<file path="src/hw/rtl/world_to_object_frame_defines.svh">
// ----------------------------------------------------------------------------
// World to object frame: assertion macros
// Shared assertion wrappers for the world to object frame pipeline.
// ----------------------------------------------------------------------------
`ifndef WORLD_TO_OBJECT_FRAME_DEFINES_SVH
`define WORLD_TO_OBJECT_FRAME_DEFINES_SVH

// Checks a property on every clock edge outside of reset.
`define W2O_ASSERT(lbl, prop, msg) \
  lbl: assert property (@(posedge clk_i) disable iff (!rst_ni) prop) else $error(msg);

// Checks a property on every clock edge, reset included.
`define W2O_ASSERT_ALWAYS(lbl, prop, msg) \
  lbl: assert property (@(posedge clk_i) prop) else $error(msg);

`endif

</file>
<file path="src/hw/rtl/w2o_pkg.sv">
// ----------------------------------------------------------------------------
// World to object frame: package
// Widths, constants and stage types shared by the pipeline modules.
// ----------------------------------------------------------------------------
package w2o_pkg;

  localparam int CORDIC_STAGES = 16;
  localparam int COORD_BITS    = 32;
  localparam int ANGLE_BITS    = 16;

  localparam int CORDIC_N    = (CORDIC_STAGES < 32) ? CORDIC_STAGES : 32;
  localparam int IN_W        = 32;
  localparam int HEAD_W      = 16;
  localparam int DIFF_W      = IN_W + 1;
  localparam int GUARD_BITS  = 8;
  localparam int VEC_W       = DIFF_W + GUARD_BITS + 3;
  localparam int TURN_W      = 32;
  localparam int Z_W         = TURN_W + 2;
  localparam int KINV_W      = 21;
  localparam int ROUND_SHIFT = 28;
  localparam int PROD_W      = VEC_W + KINV_W;
  localparam int OUT_W       = 32;

  localparam logic signed [KINV_W-1:0] KINV = KINV_W'(636751);
  localparam logic signed [PROD_W-1:0] ROUND_HALF = PROD_W'(1) <<< (ROUND_SHIFT - 1);
  localparam logic signed [PROD_W-1:0] SAT_HI =
    {{(PROD_W - COORD_BITS + 1){1'b0}}, {(COORD_BITS - 1){1'b1}}};
  localparam logic signed [PROD_W-1:0] SAT_LO = ~SAT_HI;

  localparam logic [TURN_W-1:0] ATAN_TURN [32] = '{
    32'd536870912, 32'd316933406, 32'd167458907, 32'd85004756, 32'd42667331,
    32'd21354465, 32'd10679838, 32'd5340245, 32'd2670163, 32'd1335087,
    32'd667544, 32'd333772, 32'd166886, 32'd83443, 32'd41722, 32'd20861,
    32'd10430, 32'd5215, 32'd2608, 32'd1304, 32'd652, 32'd326, 32'd163,
    32'd81, 32'd41, 32'd20, 32'd10, 32'd5, 32'd3, 32'd1, 32'd1, 32'd0
  };

  typedef struct packed {
    logic signed [VEC_W-1:0] x;
    logic signed [VEC_W-1:0] y;
    logic signed [Z_W-1:0]   z;
    logic [HEAD_W-1:0]       rel_heading;
  } w2o_rot_t;

  typedef struct packed {
    logic [OUT_W-1:0]  local_x;
    logic [OUT_W-1:0]  local_y;
    logic [HEAD_W-1:0] relative_heading;
    logic              saturated;
  } w2o_res_t;

endpackage

</file>
<file path="src/hw/rtl/w2o_gain.sv">
// ----------------------------------------------------------------------------
// World to object frame: gain correction and output register
// Scales by the inverse CORDIC gain, rounds, saturates and holds the result.
// ----------------------------------------------------------------------------
`include "world_to_object_frame_defines.svh"

module w2o_gain
  import w2o_pkg::*;
(
  input  logic     clk_i,
  input  logic     rst_ni,
  input  logic     en_i,
  input  logic     valid_i,
  input  w2o_rot_t rot_i,
  output logic     valid_o,
  output w2o_res_t res_o
);

  logic signed [PROD_W-1:0] prod_x_d;
  logic signed [PROD_W-1:0] prod_y_d;
  logic signed [PROD_W-1:0] prod_x_q;
  logic signed [PROD_W-1:0] prod_y_q;
  logic [HEAD_W-1:0]        head_q;
  logic                     prod_valid_q;

  logic signed [PROD_W-1:0] rx;
  logic signed [PROD_W-1:0] ry;
  logic signed [PROD_W-1:0] cx;
  logic signed [PROD_W-1:0] cy;
  logic                     sat_x;
  logic                     sat_y;
  w2o_res_t                 res_d;
  w2o_res_t                 res_q;
  logic                     res_valid_q;

  assign prod_x_d = PROD_W'(rot_i.x) * PROD_W'(KINV);
  assign prod_y_d = PROD_W'(rot_i.y) * PROD_W'(KINV);

  always_ff @(posedge clk_i) begin
    if (en_i) begin
      prod_x_q <= prod_x_d;
      prod_y_q <= prod_y_d;
      head_q   <= rot_i.rel_heading;
    end
  end

  always_comb begin
    rx    = (prod_x_q + ROUND_HALF) >>> ROUND_SHIFT;
    ry    = (prod_y_q + ROUND_HALF) >>> ROUND_SHIFT;
    sat_x = (rx > SAT_HI) || (rx < SAT_LO);
    sat_y = (ry > SAT_HI) || (ry < SAT_LO);
    cx    = (rx > SAT_HI) ? SAT_HI : ((rx < SAT_LO) ? SAT_LO : rx);
    cy    = (ry > SAT_HI) ? SAT_HI : ((ry < SAT_LO) ? SAT_LO : ry);
    res_d.local_x          = cx[OUT_W-1:0];
    res_d.local_y          = cy[OUT_W-1:0];
    res_d.relative_heading = head_q;
    res_d.saturated        = sat_x | sat_y;
  end

  always_ff @(posedge clk_i) begin
    if (en_i) begin
      res_q <= res_d;
    end
  end

  always_ff @(posedge clk_i or negedge rst_ni) begin
    if (!rst_ni) begin
      prod_valid_q <= 1'b0;
      res_valid_q  <= 1'b0;
    end else if (en_i) begin
      prod_valid_q <= valid_i;
      res_valid_q  <= prod_valid_q;
    end
  end

  assign valid_o = res_valid_q;
  assign res_o   = res_q;

  `W2O_ASSERT(a_sat_at_limit, (res_valid_q && res_q.saturated) |-> ((res_q.local_x == SAT_HI[OUT_W-1:0]) || (res_q.local_x == SAT_LO[OUT_W-1:0]) || (res_q.local_y == SAT_HI[OUT_W-1:0]) || (res_q.local_y == SAT_LO[OUT_W-1:0])), "saturated flag set without a clipped coordinate")
  `W2O_ASSERT(a_advance, (en_i && prod_valid_q) |=> res_valid_q, "product stage request lost on advance")
  `W2O_ASSERT(a_hold, (!en_i) |=> ($stable(res_valid_q) && $stable(prod_valid_q)), "pipeline valid changed during stall")
  `W2O_ASSERT_ALWAYS(a_reset_idle, (!rst_ni) |=> (!res_valid_q && !prod_valid_q), "valid set during reset")

endmodule

</file>
<file path="config.mk">
export PLATFORM = sky130hd
export DESIGN_NAME = w2o_gain
export DESIGN_NICKNAME = d
export VERILOG_FILES = /design/src/hw/rtl/w2o_pkg.sv /design/src/hw/rtl/w2o_gain.sv
export VERILOG_INCLUDE_DIRS = /design/src /design/src/hw/rtl
export SDC_FILE = /design/constraint.sdc
export NUM_CORES = 2
export LEC_CHECK = 0
export BUFFER_PORTS_ARGS = -buffer_cell sky130_fd_sc_hd__buf_2
export CORE_UTILIZATION = 35
export CTS_CLUSTER_SIZE = 8
export DETAILED_ROUTE_END_ITERATION = 8
export PLACE_DENSITY = 0.5
export SLEW_MARGIN = 40
export SYNTH_ARGS = -nofsm -noshare
export SYNTH_HDL_FRONTEND = slang
export SYNTH_SLANG_ARGS = --single-unit
</file>
<file path="constraint.sdc">
create_clock -name clk_i -period 3.6 [get_ports clk_i]
set_clock_uncertainty 0.15 [all_clocks]
set_input_delay 0.36 -clock clk_i [delete_from_list [all_inputs] [get_ports clk_i]]
set_output_delay 0.36 -clock clk_i [all_outputs]
set_load 0.005 [all_outputs]
</file>
==> metrics.cfg <==
[run_status]
status=finished with violations
failed_checks=setup timing

[global_route]
grt_max_degree=73
grt.total_usage=0.1908
grt_remaining_overflow=0
first_pass_grt_wire_length_um=185400
antenna_found_initial=6
vias_in_the_first_global_route=33675

[cells_and_area]
fin_util=0.4656
final_cells=6749
layout_fillers=11478
flow.area_growth_from_synthesis_pct=31.61
layout-drive-gt1-share=0.2901
num-nets-final=6814

[place]
placed_cells=6649
hpwl_um=102800
globalplace.congestion=0.8708
dp_worst_setup_slack_ns=-3.451
io_buffer_count=189

[synth]
post-synth-top-area-fraction=0.4223
synth_enable_flop_cells=173
synthesis.nets=5817
syn-cell-area_um2=43240
share_of_async_settable_or_async_resettable_flops_after_synthesis=0.01143
synthesis.area_per_instance_um2=10.51
synth_sequential_area_ratio=0.1213
ys_dominant_reg_cell=sky130_fd_sc_hd__edfxtp_1
most_frequent_cells_after_synthesis=sky130_fd_sc_hd__inv_1 (1,294), sky130_fd_sc_hd__fa_1 (912), sky130_fd_sc_hd__ha_1 (650)
synth.largest_area_cell=sky130_fd_sc_hd__fa_1
synth.most_common_cell=sky130_fd_sc_hd__inv_1
yosysUniqueCellTypes=62
synth.top_cells.by_area=sky130_fd_sc_hd__fa_1 (42%), sky130_fd_sc_hd__ha_1 (19%), sky130_fd_sc_hd__edfxtp_1 (12%), sky130_fd_sc_hd__inv_1 (11%), sky130_fd_sc_hd__xnor2_1 (2.5%)
syn-instance-count=4113
ys_ff_latch=175
yosys_warning_total=0

[sta]
setup-tns-final_ns=-175.13
worst_pin_slew_ns=0.7563
grt_setup_unrepaired=yes
timing.final.crit_period_ns=6.262
hold_viol=0
number_of_max_slew_violations_in_the_final_report=0
share_of_the_cycle_needed_by_the_critical_path_after_routing=1.740
max_freq_ghz=0.1597
timing.max_slew.rel_slack=0.4958
timing.final.ws_setup_ns=-2.662
final-setup-viol-count=76

[floorplan]
ioPinCount=224
core-area_um2=122200
floorplan.initialDensity=0.3538
placementRows=128
die_x_um=353.5
die_height_um=353.5
design.die.area_um2=124900

[route]
routedWlPerCell_um=17.01
detailed_router_iteration_count_before_antenna_repair=7
route.detailed.vias_per_inst=4.474
postRouteWirelength_um=114800
drt_antenna_net_count=0
drt-initial-drc-count=1051
num_vias=30198
drc=0

[clock_tree]
numCtsBuffers=17
worst_setup_hold_path_clk_slew_ns=0.08
numClockSinks=175
cts-root-to-sink-buffers=2
htree_levels=4
cts_tree=built
clockRootBuffer=sky130_fd_sc_hd__clkbuf_16
clock_insertion_delay_worst_skew_ns=0.50

[setup_path]
criticalPathCategory=input pin to flip-flop
setup.worst_path.start_class=input pin
cp.arrival_ns=6.36
cp.required_ns=3.70
crit_path_capture_type=flip-flop
rrSetupSlack_ns=0.29
largest_fanout_on_the_critical_path=5
worst_r2r_path_depth=10

[min_path]
hold_depth=1
class_of_the_tightest_hold_or_removal_check=input pin to flip-flop

[job]
drv.max_cap_violation_count=0

## metrics by stage
| step | area [µm²] | hold slack (ns) |
|---|---|---|
| floorplan | 44280 | -0.08559 |
| global placement | 52920 | -0.005132 |
| detailed placement | 52920 | -0.002179 |
| CTS | 55720 | 0.2376 |
| global route | 56900 | 0.2632 |
| finish | 56900 | 0.2270 |
## flip-flops by register name (all words and copies together), names as in the netlist
register,flops
prod_y_q,38
prod_x_q,38
prod_valid_q,1
res_o,81
head_q,16
valid_o,1
## final cells by class
cell class              count  area, µm²  area share
clock buffers              17      425.4    0.007476
repair buffers           1002       7943      0.1396
flip-flops and latches    175       5245     0.09218
multi-input cells        2620      36180      0.6359
well taps                1625       2033     0.03573
inverters                1294       4865     0.08549
diodes                      1      2.502  0.00004398
clock inverters            15      202.7    0.003562
## worst max-delay path, cell delays in order
cell and delay [ns]:
sky130_fd_sc_hd__buf_12 0.12, sky130_fd_sc_hd__ha_4 0.24, sky130_fd_sc_hd__xor2_2 0.14, sky130_fd_sc_hd__ha_2 0.18
sky130_fd_sc_hd__a21oi_1 0.24, sky130_fd_sc_hd__fa_1 0.48, sky130_fd_sc_hd__inv_2 0.07, sky130_fd_sc_hd__fa_1 0.44
sky130_fd_sc_hd__fa_2 0.60, sky130_fd_sc_hd__fa_1 0.45, sky130_fd_sc_hd__fa_1 0.52, sky130_fd_sc_hd__ha_4 0.31
sky130_fd_sc_hd__nand4_4 0.11, sky130_fd_sc_hd__or4_1 0.52, sky130_fd_sc_hd__or4b_4 0.51, sky130_fd_sc_hd__o211ai_4 0.14
sky130_fd_sc_hd__buf_6 0.14, sky130_fd_sc_hd__buf_6 0.07, sky130_fd_sc_hd__o21a_1 0.13, sky130_fd_sc_hd__o21ai_2 0.07
sky130_fd_sc_hd__a21oi_2 0.15, sky130_fd_sc_hd__a211oi_2 0.08, sky130_fd_sc_hd__o21ai_1 0.20, sky130_fd_sc_hd__xor2_1 0.09
## layer usage
layer  routed length [µm]  global-route usage  vias up
met5                    8                   0        -
met2                56190              0.3225      362
met3                 3173             0.01933       90
met1                53370              0.2650    15149
met4                 2075             0.03957        2
li1                     -                   -    14595
## repair_timing
action	in CTS	in global routing
setup buffers	25	32
pin swaps	168	190
endpoints found under the hold margin	19	0
endpoints found under the setup margin	76	109
resized for setup	401	198
hold buffers	19	0
## layout by cell type, fill, tap and decap left out, types with 8 or more instances in the layout
master and n:
sky130_fd_sc_hd__o21bai_1 8, sky130_fd_sc_hd__a21oi_4 14, sky130_fd_sc_hd__buf_12 23, sky130_fd_sc_hd__ha_2 26, sky130_fd_sc_hd__nand4_1 28, sky130_fd_sc_hd__a21oi_1 84
sky130_fd_sc_hd__nand3_1 38, sky130_fd_sc_hd__buf_6 76, sky130_fd_sc_hd__inv_2 51, sky130_fd_sc_hd__buf_2 128, sky130_fd_sc_hd__edfxtp_1 173, sky130_fd_sc_hd__xor2_2 19
sky130_fd_sc_hd__xor2_1 90, sky130_fd_sc_hd__fa_1 881, sky130_fd_sc_hd__xnor2_2 19, sky130_fd_sc_hd__ha_4 115, sky130_fd_sc_hd__nor3_1 11, sky130_fd_sc_hd__a21oi_2 58
sky130_fd_sc_hd__fa_2 31, sky130_fd_sc_hd__o21ai_1 10, sky130_fd_sc_hd__xnor2_1 102, sky130_fd_sc_hd__dlygate4sd3_1 19, sky130_fd_sc_hd__a21o_1 55, sky130_fd_sc_hd__buf_8 16
sky130_fd_sc_hd__o21ai_2 16, sky130_fd_sc_hd__nor2b_1 26, sky130_fd_sc_hd__ha_1 509, sky130_fd_sc_hd__buf_4 736, sky130_fd_sc_hd__nor2_2 9, sky130_fd_sc_hd__o21ai_0 92
sky130_fd_sc_hd__clkbuf_16 17, sky130_fd_sc_hd__nor2_1 61, sky130_fd_sc_hd__nand2_1 103, sky130_fd_sc_hd__o21a_1 20, sky130_fd_sc_hd__inv_1 1241, sky130_fd_sc_hd__and3_1 19
sky130_fd_sc_hd__nand2b_1 11
## logic make-up (layout without fill, tap and decap cells)
family / count (synthesis) / after routing / share of synthesized area
adder cells (fa/ha/maj): 1562 / 1562 / 0.6104
buffers and inverters: 1318 / 2328 / 0.1144
AO/OA/AOI/OAI: 440 / 440 / 0.06222
AND/OR/NAND/NOR: 377 / 377 / 0.04266
XOR/XNOR: 237 / 237 / 0.04801
flip-flops: 175 / 175 / 0.1213
multiplexers: 4 / 4 / 0.0009839
other: 0 / 1 / 0
## path summary, 6_finish.rpt
path | from | end
worst max-delay path | rot_i[103] | prod_x_q[37]
worst min-delay path | en_i | res_o[2]
worst max register to register | prod_x_q[49] | res_o[67]
worst min register to register | head_q[9] | res_o[10]
max in group asynchronous | rst_ni | prod_valid_q
min in group asynchronous | rst_ni | valid_o
Power is not shown: default switching activity piles up to over one toggle a cycle in this logic, so the estimate is an artifact.
