**config.mk**
```make
export PLATFORM = sky130hd
export DESIGN_NAME = w2o_prep
export DESIGN_NICKNAME = d
export VERILOG_FILES = /design/src/hw/rtl/world_to_object_frame_defines.svh /design/src/hw/rtl/w2o_pkg.sv /design/src/hw/rtl/w2o_prep.sv
export SDC_FILE = /design/constraint.sdc
export NUM_CORES = 1
export LEC_CHECK = 0
export ABC_AREA = 1
export BUFFER_PORTS_ARGS = -buffer_cell sky130_fd_sc_hd__buf_4
export CORE_UTILIZATION = 35
export CTS_BUF_LIST = sky130_fd_sc_hd__clkbuf_8
export DETAILED_ROUTE_END_ITERATION = 10
export GPL_TIMING_DRIVEN = 0
export PLACE_DENSITY = 0.62
export SYNTH_ARGS = -nofsm -noshare
export SYNTH_HDL_FRONTEND = slang
export SYNTH_SLANG_ARGS = --single-unit
```
**constraint.sdc**
```tcl
create_clock -name clk_i -period 1.9 [get_ports clk_i]
set_input_delay 0.38 -clock clk_i [delete_from_list [all_inputs] [get_ports clk_i]]
set_output_delay 0.38 -clock clk_i [all_outputs]
set_load 0.03 [all_outputs]
```
**src/hw/rtl/world_to_object_frame_defines.svh**
```systemverilog
// ----------------------------------------------------------------------------
// World to object frame: assertion macros
// Shared assertion wrappers for the world to object frame pipeline.
// ----------------------------------------------------------------------------
`ifndef WORLD_TO_OBJECT_FRAME_DEFINES_SVH
`define WORLD_TO_OBJECT_FRAME_DEFINES_SVH

// Checks a property on every clock edge outside of reset.
`define W2O_ASSERT(lbl, prop, msg) \
  lbl: assert property (@(posedge clk_i) disable iff (!rst_ni) prop) else $error(msg);

// Checks a property on every clock edge, reset included.
`define W2O_ASSERT_ALWAYS(lbl, prop, msg) \
  lbl: assert property (@(posedge clk_i) prop) else $error(msg);

`endif

```
**src/hw/rtl/w2o_pkg.sv**
```systemverilog
// ----------------------------------------------------------------------------
// World to object frame: package
// Widths, constants and stage types shared by the pipeline modules.
// ----------------------------------------------------------------------------
package w2o_pkg;

  localparam int CORDIC_STAGES = 16;
  localparam int COORD_BITS    = 32;
  localparam int ANGLE_BITS    = 16;

  localparam int CORDIC_N    = (CORDIC_STAGES < 32) ? CORDIC_STAGES : 32;
  localparam int IN_W        = 32;
  localparam int HEAD_W      = 16;
  localparam int DIFF_W      = IN_W + 1;
  localparam int GUARD_BITS  = 8;
  localparam int VEC_W       = DIFF_W + GUARD_BITS + 3;
  localparam int TURN_W      = 32;
  localparam int Z_W         = TURN_W + 2;
  localparam int KINV_W      = 21;
  localparam int ROUND_SHIFT = 28;
  localparam int PROD_W      = VEC_W + KINV_W;
  localparam int OUT_W       = 32;

  localparam logic signed [KINV_W-1:0] KINV = KINV_W'(636751);
  localparam logic signed [PROD_W-1:0] ROUND_HALF = PROD_W'(1) <<< (ROUND_SHIFT - 1);
  localparam logic signed [PROD_W-1:0] SAT_HI =
    {{(PROD_W - COORD_BITS + 1){1'b0}}, {(COORD_BITS - 1){1'b1}}};
  localparam logic signed [PROD_W-1:0] SAT_LO = ~SAT_HI;

  localparam logic [TURN_W-1:0] ATAN_TURN [32] = '{
    32'd536870912, 32'd316933406, 32'd167458907, 32'd85004756, 32'd42667331,
    32'd21354465, 32'd10679838, 32'd5340245, 32'd2670163, 32'd1335087,
    32'd667544, 32'd333772, 32'd166886, 32'd83443, 32'd41722, 32'd20861,
    32'd10430, 32'd5215, 32'd2608, 32'd1304, 32'd652, 32'd326, 32'd163,
    32'd81, 32'd41, 32'd20, 32'd10, 32'd5, 32'd3, 32'd1, 32'd1, 32'd0
  };

  typedef struct packed {
    logic signed [VEC_W-1:0] x;
    logic signed [VEC_W-1:0] y;
    logic signed [Z_W-1:0]   z;
    logic [HEAD_W-1:0]       rel_heading;
  } w2o_rot_t;

  typedef struct packed {
    logic [OUT_W-1:0]  local_x;
    logic [OUT_W-1:0]  local_y;
    logic [HEAD_W-1:0] relative_heading;
    logic              saturated;
  } w2o_res_t;

endpackage

```
**src/hw/rtl/w2o_prep.sv**
```systemverilog
// ----------------------------------------------------------------------------
// World to object frame: input stage
// Forms the offset vector, the rotation angle with quadrant folding and the
// wrapped relative heading, and registers them.
// ----------------------------------------------------------------------------
module w2o_prep
  import w2o_pkg::*;
(
  input  logic               clk_i,
  input  logic               rst_ni,
  input  logic               en_i,
  input  logic               valid_i,
  input  logic [IN_W-1:0]    point_x_i,
  input  logic [IN_W-1:0]    point_y_i,
  input  logic [HEAD_W-1:0]  point_heading_i,
  input  logic [IN_W-1:0]    object_x_i,
  input  logic [IN_W-1:0]    object_y_i,
  input  logic [HEAD_W-1:0]  object_heading_i,
  output logic               valid_o,
  output w2o_rot_t           rot_o
);

  logic [DIFF_W-1:0]   dx;
  logic [DIFF_W-1:0]   dy;
  logic [VEC_W-1:0]    x_scaled;
  logic [VEC_W-1:0]    y_scaled;
  logic [TURN_W-1:0]   ph_ext;
  logic [TURN_W-1:0]   oh_ext;
  logic [TURN_W-1:0]   oh_turn;
  logic [TURN_W-1:0]   zu;
  logic                fold;
  logic [ANGLE_BITS-1:0] head_diff;
  logic [TURN_W-1:0]   head_diff_ext;
  w2o_rot_t            rot_d;
  w2o_rot_t            rot_q;
  logic                valid_q;

  always_comb begin
    dx = {point_x_i[IN_W-1], point_x_i} - {object_x_i[IN_W-1], object_x_i};
    dy = {point_y_i[IN_W-1], point_y_i} - {object_y_i[IN_W-1], object_y_i};
    x_scaled = {{(VEC_W - DIFF_W - GUARD_BITS){dx[DIFF_W-1]}}, dx, {GUARD_BITS{1'b0}}};
    y_scaled = {{(VEC_W - DIFF_W - GUARD_BITS){dy[DIFF_W-1]}}, dy, {GUARD_BITS{1'b0}}};

    ph_ext  = {{(TURN_W - HEAD_W){point_heading_i[HEAD_W-1]}}, point_heading_i};
    oh_ext  = {{(TURN_W - HEAD_W){object_heading_i[HEAD_W-1]}}, object_heading_i};
    oh_turn = {oh_ext[ANGLE_BITS-1:0], {(TURN_W - ANGLE_BITS){1'b0}}};
    zu      = '0 - oh_turn;
    fold    = zu[TURN_W-1] ^ zu[TURN_W-2];

    head_diff     = ph_ext[ANGLE_BITS-1:0] - oh_ext[ANGLE_BITS-1:0];
    head_diff_ext = {{(TURN_W - ANGLE_BITS){head_diff[ANGLE_BITS-1]}}, head_diff};

    rot_d.rel_heading = head_diff_ext[HEAD_W-1:0];
    if (fold) begin
      rot_d.x = '0 - x_scaled;
      rot_d.y = '0 - y_scaled;
      rot_d.z = {{2{~zu[TURN_W-1]}}, ~zu[TURN_W-1], zu[TURN_W-2:0]};
    end else begin
      rot_d.x = x_scaled;
      rot_d.y = y_scaled;
      rot_d.z = {{2{zu[TURN_W-1]}}, zu};
    end
  end

  always_ff @(posedge clk_i or negedge rst_ni) begin
    if (!rst_ni) begin
      valid_q <= 1'b0;
    end else if (en_i) begin
      valid_q <= valid_i;
    end
  end

  always_ff @(posedge clk_i) begin
    if (en_i) begin
      rot_q <= rot_d;
    end
  end

  assign valid_o = valid_q;
  assign rot_o   = rot_q;

endmodule

```
==> results.yml, run 1 <==
floorplan:
  die_y_um: 189.2
  boundaryPins: 303
  dieWidth_um: 189.2
  die-area_um2: 35790
  core-area_um2: 34540
  rows: 68
  initial_core_util_pct: 35.50
yosys:
  ys_ff_latch: 100
  yosysUniqueCellTypes: 42
  ys_seq_area_share_pct: 24.45
  yosys-top-cells-count: "nand2_1 (746), inv_1 (399), nor2_1 (165), nand3_1 (148), edfxtp_1 (99)"
  yosys.area.top_type: "edfxtp_1"
  async_flop_share_pct: 1.000
  synthesis.area_um2: 12260
  yosys.area.top_type_share_pct: 24.24
  synth_ff_type: "edfxtp_1"
  yosys-top-cells-area: "edfxtp_1 (24%), nand2_1 (23%), inv_1 (12%)"
  synth_most_common_cell: "nand2_1"
  syn_inst: 2008
  synth-warning-count: 0
  synth_edf_count: 99
  avgSynthCellArea_um2: 6.106
grt:
  grtUsageTotal_pct: 22.55
  grt_max_degree: 101
  grt_pass1_vias: 12580
  grt_pass1_wl_mm: 63.45
  antenna_found_initial: 0
  gr-total-overflow: 0
clock_network:
  clk_path_buf_depth: 2
  clk_pin_slew_ps: 130
  htreeDepth: 3
  cts.sinks: 100
  cts_tree: "built"
  insertion_delay_ps: 410
  root_buffer: "clkbuf_8"
  cts_made_buffers: 9
route:
  routed_wirelength_mm: 41.91
  vias: 13530
  antenna_left: 0
  wl_per_cell_um: 14.57
  firstDrtPassIters: 5
  route.detailed.drc: 0
  viasPerCell: 4.704
  drtIter0Drc: 621
place:
  gp_congestion: 0.9063
  dpl.hpwl_mm: 33.07
  port_buffers: 270
worst_setup_path:
  endpoint_kind: "flop"
  start_kind: "primary input"
  critPathRequiredTime_ps: 2080
  crit_top_cell: "nand2_2"
  crit_path_max_fanout: 5
  worstSetupPathType: "in2reg"
  crit_family: "simple AND/OR/NAND/NOR gates"
  critPathBufInv: 3
  cpPeakStageDelay_ps: 600
  cp.arrival_ps: 2840
  rrSetupSlack_ps: 1140
  path_cells: "buf_8 > inv_8 > ha_4 > fa_2 > ha_4 > inv_2 > nor2_2 > nand3_1 > nor2_1 > nand2_2 > nor2_4 > nand4_1 > nor2_2 > nand2_2 > nand2_4 > nand2_2 > nand2_2 > nand2_2"
  r2r_start: "valid_o$_DFFE_PN0P_"
  crit_slowest_cell: "fa_2"
  rr_endpoint: "valid_o$_DFFE_PN0P_"
  reg2reg_depth: 1
finish:
  final_nets: 2665
  area_growth_pct: 45.83
  drive_gt1_share_pct: 35.11
  n_antenna_cell: 0
run:
  drv_cap: 0
sta:
  worst_hold_slack_ps: 193.6
  slew_viol_final: 0
  setup_ws_ps: -762.1
  skew_ps: 0
  worstMarginPinSlew_ps: 551.0
  post-route-period-util_pct: 140.1
  rsz0062_at_grt: "yes"
  hold_violations: 0
  setup_tns_ps: -32740
  fmax_mhz: 375.6
  relSlewSlack_pct: 63.27
  finalCriticalPeriod_ps: 2662
  setup_violations: 66
worst_hold_path:
  hold_end: "rot_o[32]$_DFFE_PP_"
  min_path_cells: 1
  min_from: "object_heading_i[0]"
  hp-class: "in2reg"
run_status:
  outcome: "finished, violations left"
  violations: "setup timing"
power:
  powerDensity_nw_per_um2: 597.6
  p_leak_nw: 9.404
  ir_drop_mv: 0.4479
-- timing repair --
item	in CTS	in global routing
resized for setup	282	174
hold buffers	1	0
buffers inserted	70	30
setup endpoints to repair	68	68
hold endpoints to repair	1	0
pin swaps	79	73
gates cloned	1	1
-- where the power goes --
| group | internal, mW | leakage, nW | switching, mW | total [mW] |
|---|---|---|---|---|
| Combinational | 2.26 | 8.32 | 3.86 | 6.11 |
| Sequential | 2.90 | 0.980 | 0.153 | 3.05 |
| Clock | 0.541 | 0.106 | 0.980 | 1.52 |
| Total | 5.69 | 9.40 | 4.99 | 10.7 |
-- flip-flops by register name, summed over array words and instances (netlist names) --
register  flops
rot_o        99
valid_o       1
-- final cells by class --
type	instances	area, um^2
fill	3506	16660
multi-input combinational	1472	9080
sequential	100	2998
timing repair buffer	367	2980
inverter	419	1615
tap	455	569.3
buffer	47	430.4
clock buffer	9	123.9
clock inverter	7	83.83
-- metal layers --
layer	global-route usage [%]	vias up	wire length [um]	share of wire [%]
li1	-	6903	-	-
met1	29.29	6186	18710	45
met2	39.51	398	20350	49
met3	2.595	41	2126	5.1
met4	5.676	0	718	1.7
met5	0	-	0	0
-- per-stage QoR --
step	util [%]	total power, mW	instance area (um^2)	setup WS (ps)	instances
3_5_place_dp	43.84	8.233	15140	-1218	2764
3_3_place_gp	43.84	8.201	15140	-1229	2764
2_1_floorplan	-	6.455	12550	-719.5	2039
5_1_grt	51.76	11.35	17880	-869.3	2876
6_report	51.76	10.69	17880	-762.1	2876
4_1_cts	48.96	10.32	16910	-576.4	2845
-- worst max path at each step --
stage / from / to / cells past startpoint
2_1_floorplan: point_x_i[0] / rot_o[132]$_DFFE_PP_ / 19
3_3_place_gp: point_y_i[0] / rot_o[82]$_DFFE_PP_ / 18
3_5_place_dp: point_y_i[0] / rot_o[82]$_DFFE_PP_ / 18
4_1_cts: point_y_i[0] / rot_o[86]$_DFFE_PP_ / 18
5_1_grt: point_y_i[0] / rot_o[84]$_DFFE_PP_ / 18
6_report: point_y_i[0] / rot_o[84]$_DFFE_PP_ / 18
-- cells by family (layout without fill, tap and decap cells) --
kind of cell	count (synthesis)	count (layout)	share of synthesized area (%)
AND/OR/NAND/NOR	1186	1186	41.37
buffers and inverters	467	849	15.74
flip-flops	100	100	24.45
AO/OA/AOI/OAI	94	94	4.112
adder cells (fa/ha/maj)	85	85	8.857
XOR/XNOR	74	74	5.347
other	1	32	0.03058
multiplexers	1	1	0.09183
-- cell usage in the layout, fill, tap and decap left out, types with 8 or more instances in the layout --
cell / instances
nor2_4: 43
buf_4: 363
o21ai_2: 8
nand3_1: 113
buf_6: 36
clkbuf_8: 9
xor2_2: 14
o21ai_0: 12
xor2_1: 39
nand2_1: 650
nand2_2: 106
xnor2_1: 15
a21oi_2: 16
nor2_1: 99
ha_2: 29
nand4_1: 23
conb_1: 32
ha_1: 34
inv_1: 383
nand3_2: 41
inv_2: 27
a21oi_1: 39
nand2_4: 19
edfxtp_1: 99
nand3b_1: 10
nor2_2: 53
ha_4: 19
No activity file was read; power rests on OpenSTA's default activity.
==> run 2, diff against run 1 <==
Settings changed: CTS_BUF_LIST sky130_fd_sc_hd__clkbuf_8 to default.
==> run 2 against run 1 <==
The flow still finishes with violations (setup timing). Clock skew unchanged. Fmax is 0.30% lower. Total power increased by 4.9%. Hold slack better by 47 ps. Sequential share of layout area down 0.15 points. Core utilization grew 0.46 points.
==> results.yml, run 2 (synthesis gave the netlist of run 1 again) <==
worst_setup_path:
  cp.arrival_ps: 2790
  worstSetupPathType: "in2reg"
  endpoint_kind: "flop"
  crit_path_max_fanout: 4
  rrSetupSlack_ps: 1150
  critPathRequiredTime_ps: 2020
  start_kind: "primary input"
route:
  antenna_left: 0
  routed_wirelength_mm: 41.75
  viasPerCell: 4.680
  wl_per_cell_um: 14.51
  route.detailed.drc: 0
  firstDrtPassIters: 5
  vias: 13470
  drtIter0Drc: 603
finish:
  n_antenna_cell: 0
  mostFrequentLayoutCells: "nand2_1 (637), inv_1 (384), buf_4 (363)"
  area_growth_pct: 47.13
  regArea_um2: 2998
  multiInputGateArea_um2: 9115
  drive_gt1_share_pct: 35.26
  final_nets: 2666
  fin_util_pct: 52.23
  largest_reg_flops: 99
  fin_cells: 2877
  nFillCells: 3490
  final_cell_area_um2: 18040
  layout_commonest_cell: "nand2_1"
clock_network:
  cts_tree: "built"
  htreeDepth: 3
  cts_made_buffers: 9
  clk_pin_slew_ps: 90
  root_buffer: "clkbuf_16"
  clk_path_buf_depth: 2
  insertion_delay_ps: 370
  cts.sinks: 100
grt:
  antenna_found_initial: 1
  grt_pass1_wl_mm: 63.16
  gr-total-overflow: 0
  grt_pass1_vias: 12490
  grtUsageTotal_pct: 22.46
  grt_max_degree: 101
sta:
  slew_viol_final: 0
  fmax_mhz: 374.5
  setup_violations: 64
  post-route-period-util_pct: 140.5
  skew_ps: 0
  setup_ws_ps: -770.1
  finalCriticalPeriod_ps: 2670
  rsz0062_at_grt: "yes"
  hold_violations: 0
run_status:
  violations: "setup timing"
  outcome: "finished, violations left"
floorplan:
  die_y_um: 189.2
  boundaryPins: 303
  core-area_um2: 34540
  die-area_um2: 35790
  dieWidth_um: 189.2
  rows: 68
  initial_core_util_pct: 35.50
power:
  ir_drop_mv: 0.4667
  powerDensity_nw_per_um2: 621.4
  p_leak_nw: 9.511
place:
  placed_cells: 2764
  place_ws_ps: -1218
  dpl.hpwl_mm: 33.07
  port_buffers: 270
  gp_congestion: 0.9063
  place_area_um2: 15140
run:
  drv_cap: 0
worst_hold_path:
  hp-class: "in2reg"
[run 2: changes by cell type in the layout (fill, tap and decap cells not counted), moves of 3 or more]
cell | previous run | this run
nand2_1 | 650 | 637
clkbuf_8 | 9 | 0
clkbuf_16 | 1 | 9
nand2_2 | 106 | 114
nor2_1 | 99 | 107
nand2_4 | 19 | 24
nor2_2 | 53 | 49
nor2_4 | 43 | 39
nand3_1 | 113 | 116
nand3_2 | 41 | 38
[run 2: worst paths after layout]
path                                         to  cells after the start                 from
hold / removal              valid_o$_DFFE_PN0P_                      2              valid_i
min in group asynchronous   valid_o$_DFFE_PN0P_                      2               rst_ni
hold reg to reg             valid_o$_DFFE_PN0P_                      1  valid_o$_DFFE_PN0P_
setup reg to reg            valid_o$_DFFE_PN0P_                      1  valid_o$_DFFE_PN0P_
max in group asynchronous   valid_o$_DFFE_PN0P_                      2               rst_ni
setup / recovery           rot_o[132]$_DFFE_PP_                     20         point_x_i[0]
[run 2: metrics by stage]
step                total power, mW  setup TNS, ps  hold WS (ps)
CTS                           10.83         -25650         217.0
global placement              8.201         -67030         155.3
finish                        11.21         -31040         240.7
detailed placement            8.233         -68470         155.5
floorplan                     6.455         -29830         84.41
global route                  11.89         -38640         231.3
[run 2: routing by layer]
layer	global-route usage (%)	vias up	part of all wire [%]
li1	-	6899	-
met1	29.22	6168	44
met2	39.55	359	49
met3	2.873	37	5.5
met4	4.622	2	1.5
met5	0	-	0.024
[run 2: critical path, cell delays in order]
cell	delay (ps)
buf_8	80
inv_8	30
ha_4	150
fa_2	590
ha_4	150
inv_2	40
nor2_2	110
nand3_2	100
nor2_2	140
nand2_2	90
nor2_4	130
nand3_4	110
nor2_4	170
nand2_1	110
nand2_2	110
nand2_4	80
inv_2	70
nand2_2	50
nand2_2	50
nand2_2	60
[run 2: cell type report]
type,instances,area share (%)
multi-input combinational,1472,50.52
tap,455,3.156
clock inverter,7,0.4647
timing repair buffer,369,16.85
buffer,46,2.205
sequential,100,16.62
inverter,419,8.940
clock buffer,9,1.248
[run 2: power breakdown]
part	internal, mW	switching (mW)
Sequential	2.90	0.152
Combinational	2.29	3.87
Clock	0.956	1.04
Total	6.15	5.06
[run 2: what timing repair did]
item	in CTS	in global routing
setup endpoints to repair	68	68
buffers inserted	74	38
gates cloned	3	0
hold buffers	1	0
pin swaps	79	91
gates resized for setup	277	192
hold endpoints to repair	1	0
==> run 3, diff against run 2 <==
Settings changed: CORE_ASPECT_RATIO from default to 1.2, CTS_BUF_LIST from default to sky130_fd_sc_hd__clkbuf_4 sky130_fd_sc_hd__clkbuf_8 sky130_fd_sc_hd__clkbuf_16.
Clock period 1.9 ns to 3.2 ns, I/O delays scaled along.
==> run 3 against run 2 <==
Non-clock buffer count down 93. Clock skew unchanged. Hold slack worse by 200 ps. The flow now finishes without violations. Total power down 47%.
==> results.yml, run 3 (synthesis gave the netlist of run 1 again) <==
route:
  wl_met3_mm: 1.645
  wl_per_cell_um: 13.59
  viasPerCell: 4.592
  drtIter0Drc: 641
  routed_wirelength_mm: 37.84
  vias: 12790
  antenna_left: 0
  wl_met1_mm: 16.20
  route.detailed.drc: 0
  top_layer_used: "met4"
  dr_wl_met2_mm: 19.12
  firstDrtPassIters: 7
worst_setup_path:
  r2r_start: "valid_o$_DFFE_PN0P_"
  rr_endpoint: "valid_o$_DFFE_PN0P_"
  crit_slowest_cell: "fa_1"
  cpPeakStageDelay_ps: 400
  path_cells: "buf_4 > inv_1 > ha_1 > fa_1 > inv_2 > nand3_1 > nand2_1 > nand2_1 > nand2_1 > nand2_1 > nand2_1 > inv_1 > nor2_2 > nand3_4 > nor2_4 > nand2_1 > nand2_2 > nand2_2 > o21ai_1 > nand2_1"
  cp.arrival_ps: 3070
  crit_top_cell: "nand2_1"
  rrSetupSlack_ps: 2450
  start_kind: "primary input"
  startpoint: "point_x_i[0]"
  worstSetupPathType: "in2reg"
  endpoint_kind: "flop"
  reg2reg_depth: 1
  critPathRequiredTime_ps: 3290
  endpoint: "rot_o[128]$_DFFE_PP_"
  crit_path_max_fanout: 5
finish:
  n_antenna_cell: 0
  largest_reg_flops: 99
  area_growth_pct: 25.13
  final_nets: 2573
  fin_cells: 2785
  drive_gt1_share_pct: 19.11
  mostFrequentLayoutCells: "nand2_1 (744), inv_1 (397), buf_4 (315)"
  fin_util_pct: 44.79
  nFillCells: 3688
  layout_commonest_cell: "nand2_1"
sta:
  worst_hold_slack_ps: 44.63
  relSlewSlack_pct: 11.73
  post-route-period-util_pct: 92.96
  finalCriticalPeriod_ps: 2975
  fmax_mhz: 336.2
  slew_viol_final: 0
  setup_violations: 0
  worstMarginPinSlew_ps: 1324
  setup_ws_ps: 225.1
  hold_violations: 0
  skew_ps: 0
clock_network:
  clk_path_buf_depth: 2
  clk_pin_slew_ps: 80
  cts_tree: "built"
  cts_made_buffers: 9
  ctsHoldBuffers: 0
  htreeDepth: 3
  cts.sinks: 100
  insertion_delay_ps: 350
  root_buffer: "clkbuf_16"
power:
  power_switching_mw: 2.595
  p_leak_nw: 8.680
  pwr-share-clk_pct: 18.7
  powerDensity_nw_per_um2: 384.9
  power_mw: 5.906
  p_int_mw: 3.311
  combPwrFrac_pct: 50.6
  ir_drop_mv: 0.2876
  switching_share_pct: 43.94
  sequentialPowerShare_pct: 30.8
grt:
  grtUsageTotal_pct: 21.33
  antenna_found_initial: 0
  grt_pass1_vias: 12510
  gr-total-overflow: 0
  grt_max_degree: 101
  grt_pass1_wl_mm: 61.27
place:
  place_ws_ps: -193.9
  port_buffers: 270
  placed_cells: 2765
  gp_congestion: 0.9232
  dpl.hpwl_mm: 32.71
floorplan:
  initial_core_util_pct: 35.79
  die-area_um2: 35790
  boundaryPins: 303
  core-area_um2: 34260
  die_y_um: 207.0
  dieWidth_um: 172.9
  rows: 74
run:
  drv_cap: 0
worst_hold_path:
  hp-class: "in2async"
run_status:
  outcome: "completed"
run 3: cell count changes in the layout (fill, tap and decap cells not counted), moves of 23 or more:
cell,delta
nor2_4,-28
ha_1,+48
nand2_4,-23
buf_6,-33
nand2_2,-83
nand2_1,+107
nand3_2,-29
ha_2,-30
nor2_1,+55
buf_4,-48
nand3_1,+32
nor2_2,-27
run 3: timing repair:
| item | CTS | global route |
|---|---|---|
| setup buffers | 0 | 4 |
| gates resized for setup | 0 | 13 |
| setup endpoints to repair | 0 | 17 |
run 3: per-layer routing:
| layer | up-vias | track usage (%) |
|---|---|---|
| met3 | 51 | 2.368 |
| li1 | 6716 | - |
| met1 | 5671 | 24.97 |
| met5 | - | 0 |
| met4 | 0 | 6.195 |
| met2 | 350 | 40.36 |
run 3: power by group through the flow:
stage               Sequential, mW  Combinational (mW)  Clock [mW]
global route                  1.84                3.31        1.18
finish                        1.82                2.99        1.10
global placement              1.85                2.95           0
CTS                           1.82                2.99        1.14
detailed placement            1.85                2.98           0
floorplan                     2.23                1.58           0
run 3: final cells by class:
class	instances	area, um^2	area share, %
inverters	419	1575	10.27
flip-flops and latches	100	2998	19.54
clock inverters	7	70.07	0.4567
well taps	456	570.5	3.718
clock buffers	9	225.2	1.468
plain buffers	48	355.3	2.316
multi-input cells	1472	7492	48.83
repair buffers	274	2057	13.41
run 3: worst min-delay path by stage:
stage,depth (start not counted),end,slack (ps)
after floorplan,0,valid_o$_DFFE_PN0P_,340
after global placement,1,valid_o$_DFFE_PN0P_,420
after detailed placement,1,valid_o$_DFFE_PN0P_,420
after CTS,1,valid_o$_DFFE_PN0P_,30
after global routing,1,valid_o$_DFFE_PN0P_,20
final,1,valid_o$_DFFE_PN0P_,40
run 3: worst max-delay path: cells and delay by family:
| family | cells | cell delay [ps] |
|---|---|---|
| AOI/OAI and AO/OA | 1 | 130 |
| buffers and inverters | 4 | 300 |
| adders and majority gates | 2 | 620 |
| and+or+nand+nor | 13 | 1390 |
run 3: per-stage QoR:
stage | setup TNS (ps) | area, um^2
floorplan | 0 | 12380
global placement | -3422 | 14980
detailed placement | -4013 | 14980
CTS | 0 | 15270
global route | -17.89 | 15340
finish | 0 | 15340
